[src/rtl/core/rgbpwm_pkg.sv]
// Shared types, constants and helpers for the RGB PWM breathing LED driver.
// No dependencies; imported by every module of the block.
package rgbpwm_pkg;

  localparam logic [7:0]  LEVEL_MAX = 8'd100;

  // Reset values of the configuration registers
  localparam logic [7:0]  PWM_TOP_RST          = 8'd100;
  localparam logic [15:0] BREATHE_INTERVAL_RST = 16'd50;
  localparam logic [6:0]  BREATHE_PEAK_RST     = 7'd100;
  localparam logic        BREATHE_ENABLE_RST   = 1'b1;

  typedef enum logic [2:0] {
    OP_TICK       = 3'd0,
    OP_SET_LEVELS = 3'd1,
    OP_BREATHE    = 3'd2,
    OP_ON         = 3'd3,
    OP_OFF        = 3'd4
  } opcode_t;

  typedef enum logic [1:0] {
    REG_PWM_TOP          = 2'd0,
    REG_BREATHE_INTERVAL = 2'd1,
    REG_BREATHE_PEAK     = 2'd2,
    REG_BREATHE_ENABLE   = 2'd3
  } reg_index_t;

  localparam logic [1:0] CH_RED   = 2'd0;
  localparam logic [1:0] CH_GREEN = 2'd1;

  typedef struct packed {
    logic [7:0]  pwm_top;
    logic [15:0] breathe_interval;
    logic [6:0]  breathe_peak;
    logic        breathe_enable;
  } cfg_t;

  typedef struct packed {
    logic [2:0]  opcode;
    logic [7:0]  red_level;
    logic [7:0]  green_level;
    logic [7:0]  blue_level;
    logic [1:0]  breathe_channel_sel;
    logic [15:0] loop_count;
  } item_t;

  function automatic logic [7:0] clamp_level(input logic [7:0] v);
    return (v > LEVEL_MAX) ? LEVEL_MAX : v;
  endfunction

endpackage

[src/rtl/core/rgbpwm_cfg.sv]
// APB-style configuration registers of the RGB PWM breathing LED driver.
// Depends on rgbpwm_pkg for the register map and the cfg_t bundle.
module rgbpwm_cfg
  import rgbpwm_pkg::*;
(
  input  logic        clk,
  input  logic        rst,
  input  logic        psel,
  input  logic        penable,
  input  logic        pwrite,
  input  logic [3:0]  paddr,
  input  logic [31:0] pwdata,
  output logic [31:0] prdata,
  output logic        pready,
  output cfg_t        cfg
);

  logic       wr_en;
  reg_index_t reg_sel;

  assign pready  = 1'b1;
  assign wr_en   = psel && penable && pwrite && pready;
  assign reg_sel = reg_index_t'(paddr[3:2]);

  always_ff @(posedge clk) begin
    if (rst) begin
      cfg.pwm_top          <= PWM_TOP_RST;
      cfg.breathe_interval <= BREATHE_INTERVAL_RST;
      cfg.breathe_peak     <= BREATHE_PEAK_RST;
      cfg.breathe_enable   <= BREATHE_ENABLE_RST;
    end else if (wr_en) begin
      unique case (reg_sel)
        REG_PWM_TOP:          cfg.pwm_top          <= pwdata[7:0];
        REG_BREATHE_INTERVAL: cfg.breathe_interval <= pwdata[15:0];
        REG_BREATHE_PEAK:     cfg.breathe_peak     <= pwdata[6:0];
        REG_BREATHE_ENABLE:   cfg.breathe_enable   <= pwdata[0];
        default: ;
      endcase
    end
  end

  always_comb begin
    unique case (reg_sel)
      REG_PWM_TOP:          prdata = {24'd0, cfg.pwm_top};
      REG_BREATHE_INTERVAL: prdata = {16'd0, cfg.breathe_interval};
      REG_BREATHE_PEAK:     prdata = {25'd0, cfg.breathe_peak};
      REG_BREATHE_ENABLE:   prdata = {31'd0, cfg.breathe_enable};
      default:              prdata = 32'd0;
    endcase
  end

endmodule

[src/rtl/core/rgbpwm_engine.sv]
// Driver state and single-pass item logic: breathing ramp, loop count, PWM compare.
// Depends on rgbpwm_pkg; the top level feeds it registered items and the config bundle.
module rgbpwm_engine
  import rgbpwm_pkg::*;
(
  input  logic       clk,
  input  logic       rst,
  input  logic       advance,
  input  item_t      item,
  input  cfg_t       cfg,
  output logic [2:0] pins_next,
  output logic       on_next
);

  logic        on_flag;
  logic [7:0]  pwm_count, pwm_count_next;
  logic [7:0]  duty_r, duty_g, duty_b;
  logic [7:0]  duty_r_next, duty_g_next, duty_b_next;
  logic [2:0]  pins;
  logic [15:0] interval_count, interval_count_next;
  logic [8:0]  ramp_position, ramp_position_next;
  logic [15:0] loops_left, loops_left_next;
  logic [1:0]  breathe_channel, breathe_channel_next;

  logic [15:0] ic_inc;
  logic [8:0]  rp_inc;
  logic [8:0]  peak9, peak2;
  logic [8:0]  level9;
  logic [7:0]  level;
  logic        load_levels;

  assign ic_inc = interval_count + 16'd1;
  assign rp_inc = ramp_position + 9'd1;
  assign peak9  = {2'b00, cfg.breathe_peak};
  assign peak2  = {1'b0, cfg.breathe_peak, 1'b0};

  // Triangle: rise up to the peak, fall back over the second half
  always_comb begin
    if (cfg.breathe_peak == 7'd0) begin
      level9 = 9'd0;
    end else if (ramp_position_next < peak9) begin
      level9 = ramp_position_next;
    end else begin
      level9 = peak2 - ramp_position_next;
    end
    level = clamp_level(level9[7:0]);
  end

  always_comb begin
    on_next              = on_flag;
    pwm_count_next       = pwm_count;
    duty_r_next          = duty_r;
    duty_g_next          = duty_g;
    duty_b_next          = duty_b;
    pins_next            = pins;
    interval_count_next  = interval_count;
    ramp_position_next   = ramp_position;
    loops_left_next      = loops_left;
    breathe_channel_next = breathe_channel;
    load_levels          = 1'b0;
    case (item.opcode)
      OP_TICK: begin
        if (cfg.breathe_enable && on_flag) begin
          if (ic_inc <= cfg.breathe_interval) begin
            interval_count_next = ic_inc;
          end else begin
            interval_count_next = 16'd0;
            ramp_position_next  = rp_inc;
            load_levels         = 1'b1;
            if (rp_inc >= peak2) begin
              ramp_position_next = 9'd0;
              if (loops_left != 16'd0) begin
                loops_left_next = loops_left - 16'd1;
                // last loop done: go dark and keep the levels
                if (loops_left == 16'd1) begin
                  on_next     = 1'b0;
                  load_levels = 1'b0;
                end
              end
            end
          end
        end
        if (load_levels) begin
          duty_r_next = 8'd0;
          duty_g_next = 8'd0;
          duty_b_next = 8'd0;
          case (breathe_channel)
            CH_RED:   duty_r_next = level;
            CH_GREEN: duty_g_next = level;
            default:  duty_b_next = level;
          endcase
        end
        if (!on_next) begin
          pins_next = 3'b000;
        end else begin
          pins_next = {pwm_count < duty_b_next, pwm_count < duty_g_next,
                       pwm_count < duty_r_next};
          pwm_count_next = (pwm_count < cfg.pwm_top) ? pwm_count + 8'd1 : 8'd0;
        end
      end
      OP_SET_LEVELS: begin
        duty_r_next = clamp_level(item.red_level);
        duty_g_next = clamp_level(item.green_level);
        duty_b_next = clamp_level(item.blue_level);
      end
      OP_BREATHE: begin
        on_next              = 1'b1;
        breathe_channel_next = item.breathe_channel_sel;
        loops_left_next      = item.loop_count;
      end
      OP_ON:   on_next = 1'b1;
      OP_OFF:  on_next = 1'b0;
      default: ;
    endcase
  end

  always_ff @(posedge clk) begin
    if (rst) begin
      on_flag         <= 1'b0;
      pwm_count       <= 8'd0;
      duty_r          <= 8'd0;
      duty_g          <= 8'd0;
      duty_b          <= 8'd0;
      pins            <= 3'b000;
      interval_count  <= 16'd0;
      ramp_position   <= 9'd0;
      loops_left      <= 16'd0;
      breathe_channel <= CH_GREEN;
    end else if (advance) begin
      on_flag         <= on_next;
      pwm_count       <= pwm_count_next;
      duty_r          <= duty_r_next;
      duty_g          <= duty_g_next;
      duty_b          <= duty_b_next;
      pins            <= pins_next;
      interval_count  <= interval_count_next;
      ramp_position   <= ramp_position_next;
      loops_left      <= loops_left_next;
      breathe_channel <= breathe_channel_next;
    end
  end

  a_duty_clamped: assert property (@(posedge clk) disable iff (rst)
    duty_r <= LEVEL_MAX && duty_g <= LEVEL_MAX && duty_b <= LEVEL_MAX)
    else $error("duty level above LEVEL_MAX");

  a_dark_tick_pins_low: assert property (@(posedge clk) disable iff (rst)
    advance && item.opcode == OP_TICK && !on_next |=> pins == 3'b000)
    else $error("pins not cleared on a dark tick");

  a_count_holds_off_tick: assert property (@(posedge clk) disable iff (rst)
    advance && item.opcode != OP_TICK |=> $stable(pwm_count))
    else $error("pwm counter moved on a non-tick item");

endmodule

[src/rtl/core/rgb_pwm_breathing_led.sv]
// Three-channel PWM LED driver with breathing effect: stream ports, input and result registers.
// Depends on rgbpwm_pkg, rgbpwm_cfg and rgbpwm_engine.
//
// Each item is an opcode on s_tuser (tick, set levels, start breathing, on, off) with its
// operands on s_tdata; each item yields exactly one result item giving the three pin levels
// and the lit flag afterwards. The block takes one item every clock cycle: an item is held in
// the input register, its whole update is one pass of logic into the state and the result
// register, and its result is offered on m_tdata from there. Throughput drops only when the
// result register is full and m_tready is low. Write the registers over APB only while the
// block is idle.
module rgb_pwm_breathing_led
  import rgbpwm_pkg::*;
(
  input  logic        clk,
  input  logic        rst,
  input  logic        s_tvalid,
  output logic        s_tready,
  input  logic [47:0] s_tdata,   // red_level[7:0], green_level[15:8], blue_level[23:16],
                                 // breathe_channel_sel[25:24], loop_count[41:26], zeros[47:42]
  input  logic [2:0]  s_tuser,   // opcode[2:0]
  output logic        m_tvalid,
  input  logic        m_tready,
  output logic [7:0]  m_tdata,   // red_on[0], green_on[1], blue_on[2], lit[3], zeros[7:4]
  input  logic        psel,
  input  logic        penable,
  input  logic        pwrite,
  input  logic [3:0]  paddr,
  input  logic [31:0] pwdata,
  output logic [31:0] prdata,
  output logic        pready
);

  cfg_t       cfg;
  item_t      item_q;
  logic       in_valid;
  logic       advance;
  logic [2:0] pins_next;
  logic       on_next;

  assign advance  = in_valid && (!m_tvalid || m_tready);
  assign s_tready = !in_valid || advance;

  always_ff @(posedge clk) begin
    if (rst) begin
      in_valid <= 1'b0;
    end else if (s_tready) begin
      in_valid <= s_tvalid;
    end
  end

  always_ff @(posedge clk) begin
    if (s_tvalid && s_tready) begin
      item_q.opcode              <= s_tuser;
      item_q.red_level           <= s_tdata[7:0];
      item_q.green_level         <= s_tdata[15:8];
      item_q.blue_level          <= s_tdata[23:16];
      item_q.breathe_channel_sel <= s_tdata[25:24];
      item_q.loop_count          <= s_tdata[41:26];
    end
  end

  rgbpwm_cfg u_cfg (
    .clk     (clk),
    .rst     (rst),
    .psel    (psel),
    .penable (penable),
    .pwrite  (pwrite),
    .paddr   (paddr),
    .pwdata  (pwdata),
    .prdata  (prdata),
    .pready  (pready),
    .cfg     (cfg)
  );

  rgbpwm_engine u_engine (
    .clk       (clk),
    .rst       (rst),
    .advance   (advance),
    .item      (item_q),
    .cfg       (cfg),
    .pins_next (pins_next),
    .on_next   (on_next)
  );

  always_ff @(posedge clk) begin
    if (rst) begin
      m_tvalid <= 1'b0;
    end else if (advance) begin
      m_tvalid <= 1'b1;
    end else if (m_tready) begin
      m_tvalid <= 1'b0;
    end
  end

  always_ff @(posedge clk) begin
    if (advance) begin
      m_tdata <= {4'b0000, on_next, pins_next};
    end
  end

endmodule

[config.mk]
export PLATFORM = sky130hd
export DESIGN_NAME = rgb_pwm_breathing_led
export DESIGN_NICKNAME = d
export VERILOG_FILES = /design/src/rtl/core/rgbpwm_pkg.sv /design/src/rtl/core/rgbpwm_cfg.sv /design/src/rtl/core/rgbpwm_engine.sv /design/src/rtl/core/rgb_pwm_breathing_led.sv
export SDC_FILE = /design/constraint.sdc
export NUM_CORES = 1
export LEC_CHECK = 0
export ABC_AREA = 1
export ABC_CLOCK_PERIOD_IN_PS = 7650
export BUFFER_PORTS_ARGS = -buffer_cell sky130_fd_sc_hd__buf_2
export CORE_ASPECT_RATIO = 0.9
export CORE_MARGIN = 4
export CORE_UTILIZATION = 30
export CTS_CLUSTER_DIAMETER = 150
export DETAILED_ROUTE_END_ITERATION = 8
export GPL_TIMING_DRIVEN = 0
export MAX_ROUTING_LAYER = met4
export PLACE_DENSITY = 0.51
export SETUP_SLACK_MARGIN = 0.02
export SLEW_MARGIN = 5
export SYNTH_ARGS = -nofsm -noshare
export SYNTH_HDL_FRONTEND = slang
export SYNTH_SLANG_ARGS = --single-unit
[constraint.sdc]
create_clock -name clk -period 7.65 [get_ports clk]
set_input_delay 0.3825 -clock clk [delete_from_list [all_inputs] [get_ports clk]]
set_output_delay 0.3825 -clock clk [all_outputs]
set_load 0.005 [all_outputs]
# == Word level (Yosys, flattened, before mapping) ==
# Index checks and enable logic that the tools add are counted.
# totals
ff_bits,162
in_bits,94
output_inout_bits,43
wordCells,127
# classes
add_sub_neg,5
order_cmp,11
eq_ne,13
mux,47
n_reduce_logical,28
# op_table
op,n
2-to-1 mux 8 bit,16
case mux 32 bit (4 select lines),1
2-to-1 mux 16 bit,5
case mux 8 bit (2 select lines),3
2-to-1 mux 9 bit,4
greater-than comparator 8 x 7 -> 1 bit (second input constant),4
less-than comparator 8 bit,4
case mux 16 bit (2 select lines),1
adder 16 x 1 -> 16 bit (second input constant),1
equality test 16 x 1 -> 1 bit (second input constant),1
less-or-equal comparator 16 bit,1
nonzero test 16 bit,1
subtractor 16 x 1 -> 16 bit (second input constant),1
2-to-1 mux 1 bit,14
AND reduction 2 bit,6
adder 9 x 1 -> 9 bit (second input constant),1
greater-or-equal comparator 9 x 8 -> 1 bit,1
less-than comparator 9 x 7 -> 1 bit,1
adder 8 x 1 -> 8 bit (second input constant),1
subtractor 8 bit,1
logical NOT 7 bit,1
equality test 3 x 2 -> 1 bit (second input constant),2
2-to-1 mux 3 bit,2
inequality test 2 x 1 -> 1 bit (second input constant),3
15 further kinds,28

# == Depth between registers and ports, before layout ==
# logic_depth
depth_word,17
depth_mapped,46
depth_no_buf,46

# == Hierarchy ==
# Synthesis repeated with hierarchy kept, for this count alone.
# hier_totals
hier_cells,1331
area_unflattened_um2,9850.7
# modules_own_cells
mod,n_inst,cells_per_inst,area_each_um2,seq_area_each_um2
rgbpwm_engine,1,1004,6506.2,1581.5
rgbpwm_cfg,1,261,1747.9,640.6
rgb_pwm_breathing_led,1,66,1596.5,1511.4

# == Worst setup path after synthesis ==
# OpenSTA, ideal clock, no wires.
# synth_path
kind,reg2reg
from,register u_engine.interval_count[0]
to,register u_engine.pins[2]
setup_ns,0.056
arrival_time_ns,5.357
required_time_ns,7.594
slack_ns,2.238
path_stages_with_launch,43
n_path_buf,1
period_less_slack_ns,5.412
cell_sequence,dfxtp_1 -> ha_1 -> nand3_1 -> nor2_1 -> nand3_1 -> nand3b_1 -> nor2_1 -> xor2_1 -> inv_1 -> ha_1 -> nand2_1 -> nor2_1 -> nand2_1 -> nor2_1 -> inv_1 -> nand4_1 -> buf_4 -> nand2_1 -> (+7 left out) -> a21oi_1 -> xor2_1 -> nand2_1 -> nand3_1 -> nor2_2 -> nand2_4 -> nand2_4 -> or2_4 -> o22ai_1 -> inv_1 -> ha_1 -> a21oi_1 -> nor2_1 -> a2111oi_0 -> nand2_1 -> nand3_1 -> nand2_1 -> inv_1
# synth_via
elab_chain_cells,16
elab_cells_between_ends,23
cone_classes,2 x add/sub; 4 x order compare; 17 x mux
# synth_lines
item,line_no,source
from (decl),rgbpwm_engine.sv:20,"logic [15:0] interval_count, interval_count_next;"
from (signal assigned),rgbpwm_engine.sv:136,interval_count <= interval_count_next;
adder 16 x 1 -> 16 bit *,rgbpwm_engine.sv:32,assign ic_inc = interval_count + 16'd1;
less-or-equal comparator 16 bit *,rgbpwm_engine.sv:64,if (ic_inc <= cfg.breathe_interval) begin
2-to-1 mux 9 bit,rgbpwm_engine.sv:64,
2-to-1 mux 9 bit,rgbpwm_engine.sv:63,if (cfg.breathe_enable && on_flag) begin
2-to-1 mux 9 bit,rgbpwm_engine.sv:61,case (item.opcode)
subtractor 8 bit or less-than comparator 9 x 7 -> 1 bit (tied branches),"rgbpwm_engine.sv:44, rgbpwm_engine.sv:41",
2-to-1 mux 8 bit,rgbpwm_engine.sv:41,end else if (ramp_position_next < peak9) begin
2-to-1 mux 8 bit,rgbpwm_engine.sv:39,if (cfg.breathe_peak == 7'd0) begin
greater-than comparator 8 x 7 -> 1 bit,rgbpwm_pkg.sv:48,return (v > LEVEL_MAX) ? LEVEL_MAX : v;
2-to-1 mux 8 bit,rgbpwm_pkg.sv:48,
2-to-1 mux 8 bit,rgbpwm_engine.sv:87,case (breathe_channel)
2-to-1 mux 8 bit,rgbpwm_engine.sv:83,if (load_levels) begin
2-to-1 mux 8 bit,rgbpwm_engine.sv:61,
less-than comparator 8 bit,rgbpwm_engine.sv:96,"pins_next = {pwm_count < duty_b_next, pwm_count < duty_g_next,"
2-to-1 mux 3 bit *,rgbpwm_engine.sv:93,if (!on_next) begin
2-to-1 mux 3 bit *,rgbpwm_engine.sv:61,
to (signal assigned),rgbpwm_engine.sv:135,pins <= pins_next;
to (decl),rgbpwm_engine.sv:19,logic [2:0] pins;
# Every way passes the cells marked *; elsewhere a longest branch is shown, timed or not. The select of a mux whose other input is x is not followed.
# A chain may end at the register's enable or synchronous reset.

# == Worst setup path in the final report ==
# layout_path
from,register u_engine.interval_count[0]
to,"register m_tdata[1], data pin"
# layout_via
elab_chain_cells,16
elab_cells_between_ends,23
cone_classes,2 x add/sub; 4 x order compare; 17 x mux
# layout_lines
item,line_no,source
adder 16 x 1 -> 16 bit *,rgbpwm_engine.sv:32,
less-or-equal comparator 16 bit *,rgbpwm_engine.sv:64,
2-to-1 mux 9 bit,rgbpwm_engine.sv:64,
2-to-1 mux 9 bit,rgbpwm_engine.sv:63,
2-to-1 mux 9 bit,rgbpwm_engine.sv:61,
subtractor 8 bit or less-than comparator 9 x 7 -> 1 bit (tied branches),"rgbpwm_engine.sv:44, rgbpwm_engine.sv:41",
2-to-1 mux 8 bit,rgbpwm_engine.sv:41,
2-to-1 mux 8 bit,rgbpwm_engine.sv:39,
greater-than comparator 8 x 7 -> 1 bit,rgbpwm_pkg.sv:48,
2-to-1 mux 8 bit,rgbpwm_pkg.sv:48,
2-to-1 mux 8 bit,rgbpwm_engine.sv:87,
2-to-1 mux 8 bit,rgbpwm_engine.sv:83,
2-to-1 mux 8 bit,rgbpwm_engine.sv:61,
less-than comparator 8 bit,rgbpwm_engine.sv:96,
2-to-1 mux 3 bit *,rgbpwm_engine.sv:93,
2-to-1 mux 3 bit *,rgbpwm_engine.sv:61,
named net pins_next[1],rgb_pwm_breathing_led.sv:37,logic [2:0] pins_next;
to (signal assigned),rgb_pwm_breathing_led.sv:97,"m_tdata <= {4'b0000, on_next, pins_next};"
to (decl),rgb_pwm_breathing_led.sv:23,"output logic [7:0] m_tdata,"
# Mark *: on every way through the listed nets, which the timed path passes. The rest lies on a longest branch. The select of a mux whose other input is x is not followed.

==> run metrics <==
status=finished clean; n_diodes=0; 1st-iter DRT viols=521; type of element launching the critical path=flop; RSZ-0062 raised after global routing=no; clock group share of total power=43.6%; nets=1,526; hold_buf cts=0; DP Worst Slack=1080 ps; Starting Density=30.6%; gpl congestion=0.880; final WL=26,400 um; router iterations before antenna repair=4; EDFF count, synth=49; LEAKAGE=0.00506 uW; crit path max fanout=6; Post-Synthesis Cell Area=0.00950 sq mm; Setup-failing EPs final=0; XOR/XNOR Fraction of Synth Area=about 2.2%; relative max-transition margin=18.9%; Vias=8,337; global-route wire length before repair=roughly 42,000 um; Avg WL per Cell=14.8 um; Clock transition at path regs=roughly 80 ps; crit-path most repeated cell=nand2_1; CTS tree=built; Final Total Pwr=approximately 2100 uW; post-synthesis compound-gate area fraction=between 10% and 20%; post-CTS sizing=0; drt via density=around 4.7; commonest non-fill, non-tap cell in the layout=nand2_1; Final HPWL DP=20,900 um; Internal=about 1500 uW; final hold vios=0; YS warnings=0; Required @ worst endpoint=7920 ps; fin. max-slew vios=0; Worst-Skew Late Latency=430 ps; Core Rows=between 60 and 70; clock tree sinks=162; Async SR Flop Fraction=0%; logic gate share of total power=11.9%; Die H=177 um; Synth Flop Type=dfxtp_1; max_cap viols=0; Post-Syn Instances=1,233; largest net degree at the start of global routing=45; fin crit share=87.5%; critical path's slowest cell=a21oi_1; Max clock buf depth=2; Tmin final=6700 ps; Final Skew=16.4 ps; Synth Register Bits=between 150 and 200; DR DRC count=0; overall die area=0.0346 sq mm; largest family of logic cells by synthesized area=simple AND/OR/NAND/NOR gates; post-synth cell types=57; Worst Setup End Kind=flop; Sw Pwr=629 uW; die width=between 150 and 200 um; num ports=137; Critical Path Max Stage Delay=460 ps; antenna violations before repair=0; Flop pwr share=~45%; post-CTS setup repair buffer count=0; crit path DAT=a little under 7000 ps; Worst-Margin Slew=around 1200 ps; Post-Synth Adder-Cell Area=9.17%; switching share of total power=30.0%; Worst Hold Class=input pin to flop; Worst VDD drop=138 uV; Pwr Density=187 mW/mm^2; Max Freq=0.149 GHz; GRT Residual Overflow=0; Final Non-Filler Cells=1,785; core area=around 0.031 sq mm; share of cells above drive strength 1=15.1%; gr usage total=approximately 16%; Syn Area/Cell=7.71 sq um; most frequent cells in the layout=nand2_1, inv_1, dfxtp_1; post-synthesis simple-gate area fraction=22.5%; post-route ant nets=0; H-tree lvl count=4; vias in the first global route=7,870; multiplexer share of the synthesized area=0%; I/O Buffers=91; WS Path Type=flop to flop; Seq/Total Area, Yosys=39.3%; Post-Place Cells=1,753; Area growth, synth to finish=17.7%; clock buffer count from CTS=17; Root Buffer=clkbuf_16; fin worst setup slack=955 ps; WHS=approximately 120 ps; Fin Setup TNS=0 ps
[critical path: cells and delay by family (launching register included)]
kind | cells | cell delay [ps]
flip-flops | 1 | 410
AND/OR/NAND/NOR | 23 | 3080
adder cells (fa/ha/maj) | 3 | 970
XOR/XNOR | 2 | 310
AO/OA/AOI/OAI | 7 | 1580
buffers and inverters | 3 | 170
[kinds of logic (layout without fill, tap and decap cells)]
logic type | Yosys count | count (layout)
and+or+nand+nor | 485 | 485
other | 2 | 21
buffers and inverters | 230 | 354
adders and majority gates | 69 | 69
xor gates and xnor gates | 23 | 23
DFF | 162 | 162
AOI/OAI and AO/OA | 262 | 262
[synth_stat cells (all sizes together), types with 10 or more instances]
cell type	count	area share (%)
xor2	15	1.5
o21ai	81	4.3
a21oi	90	4.8
nor2	106	4.8
edfxtp	49	15
nand3	44	2.5
ha	68	9.0
o211ai	14	1.1
nand4	12	0.99
clkbuf	21	0.83
buf	28	2.1
nand2	288	12
inv	175	6.9
a31oi	24	1.6
nor3	15	0.84
dfxtp	113	24
o22ai	10	0.66
[power groups by stage]
stage	clock [uW]	combinational [uW]	sequential, uW
floorplan	0	174	947
global placement	0	247	953
detailed placement	0	249	953
CTS	929	251	933
global route	967	284	937
finish	913	250	933
[sequential cells by signal, indices dropped and copies added (netlist names), 2 cells and up]
name,count
item_q,45
u_cfg.cfg,32
u_engine.interval_count,16
u_engine.loops_left,16
u_engine.ramp_position,9
u_engine.duty_b,8
u_engine.duty_g,8
u_engine.duty_r,8
u_engine.pwm_count,8
m_tdata,4
u_engine.pins,3
u_engine.breathe_channel,2
[metal layers]
metal	GRT usage, %	wire length [um]	share of wire (%)
met1	22.2	13600	52
met2	24.0	11600	44
met3	2.44	891	3.4
met4	2.62	242	0.92
met5	-	0	0
[path summary, 6_finish.rpt]
check / from / end / slack [ps] / cells after the start
max: u_engine.interval_count[0] / m_tdata[1] / 950 / 38
min: s_tdata[18] / item_q[20] / 120 / 1
max reg2reg: u_engine.interval_count[0] / m_tdata[1] / 950 / 38
min reg2reg: u_engine.duty_b[7] / u_engine.duty_b[7] / 440 / 2
[final cells by class]
| cell class | count | area (sq um) |
|---|---|---|
| Inverter | 181 | 679 |
| Tap cell | 409 | 512 |
| Fill cell | 3292 | 19900 |
| Sequential cell | 162 | 3730 |
| Clock buffer | 17 | 425 |
| Timing Repair Buffer | 92 | 475 |
| Multi-Input combinational cell | 860 | 4880 |
| Clock inverter | 15 | 201 |
| Buffer | 49 | 279 |
[stage by stage]
stage                     instance area, sq um  utilization, %
after floorplan                           9570               -
after global routing                     11200            36.0
after global placement                   10500            33.9
after CTS                                11200            36.0
after detailed placement                 10600            34.0
final                                    11200            36.0
(Power assumes the default switching activity.)
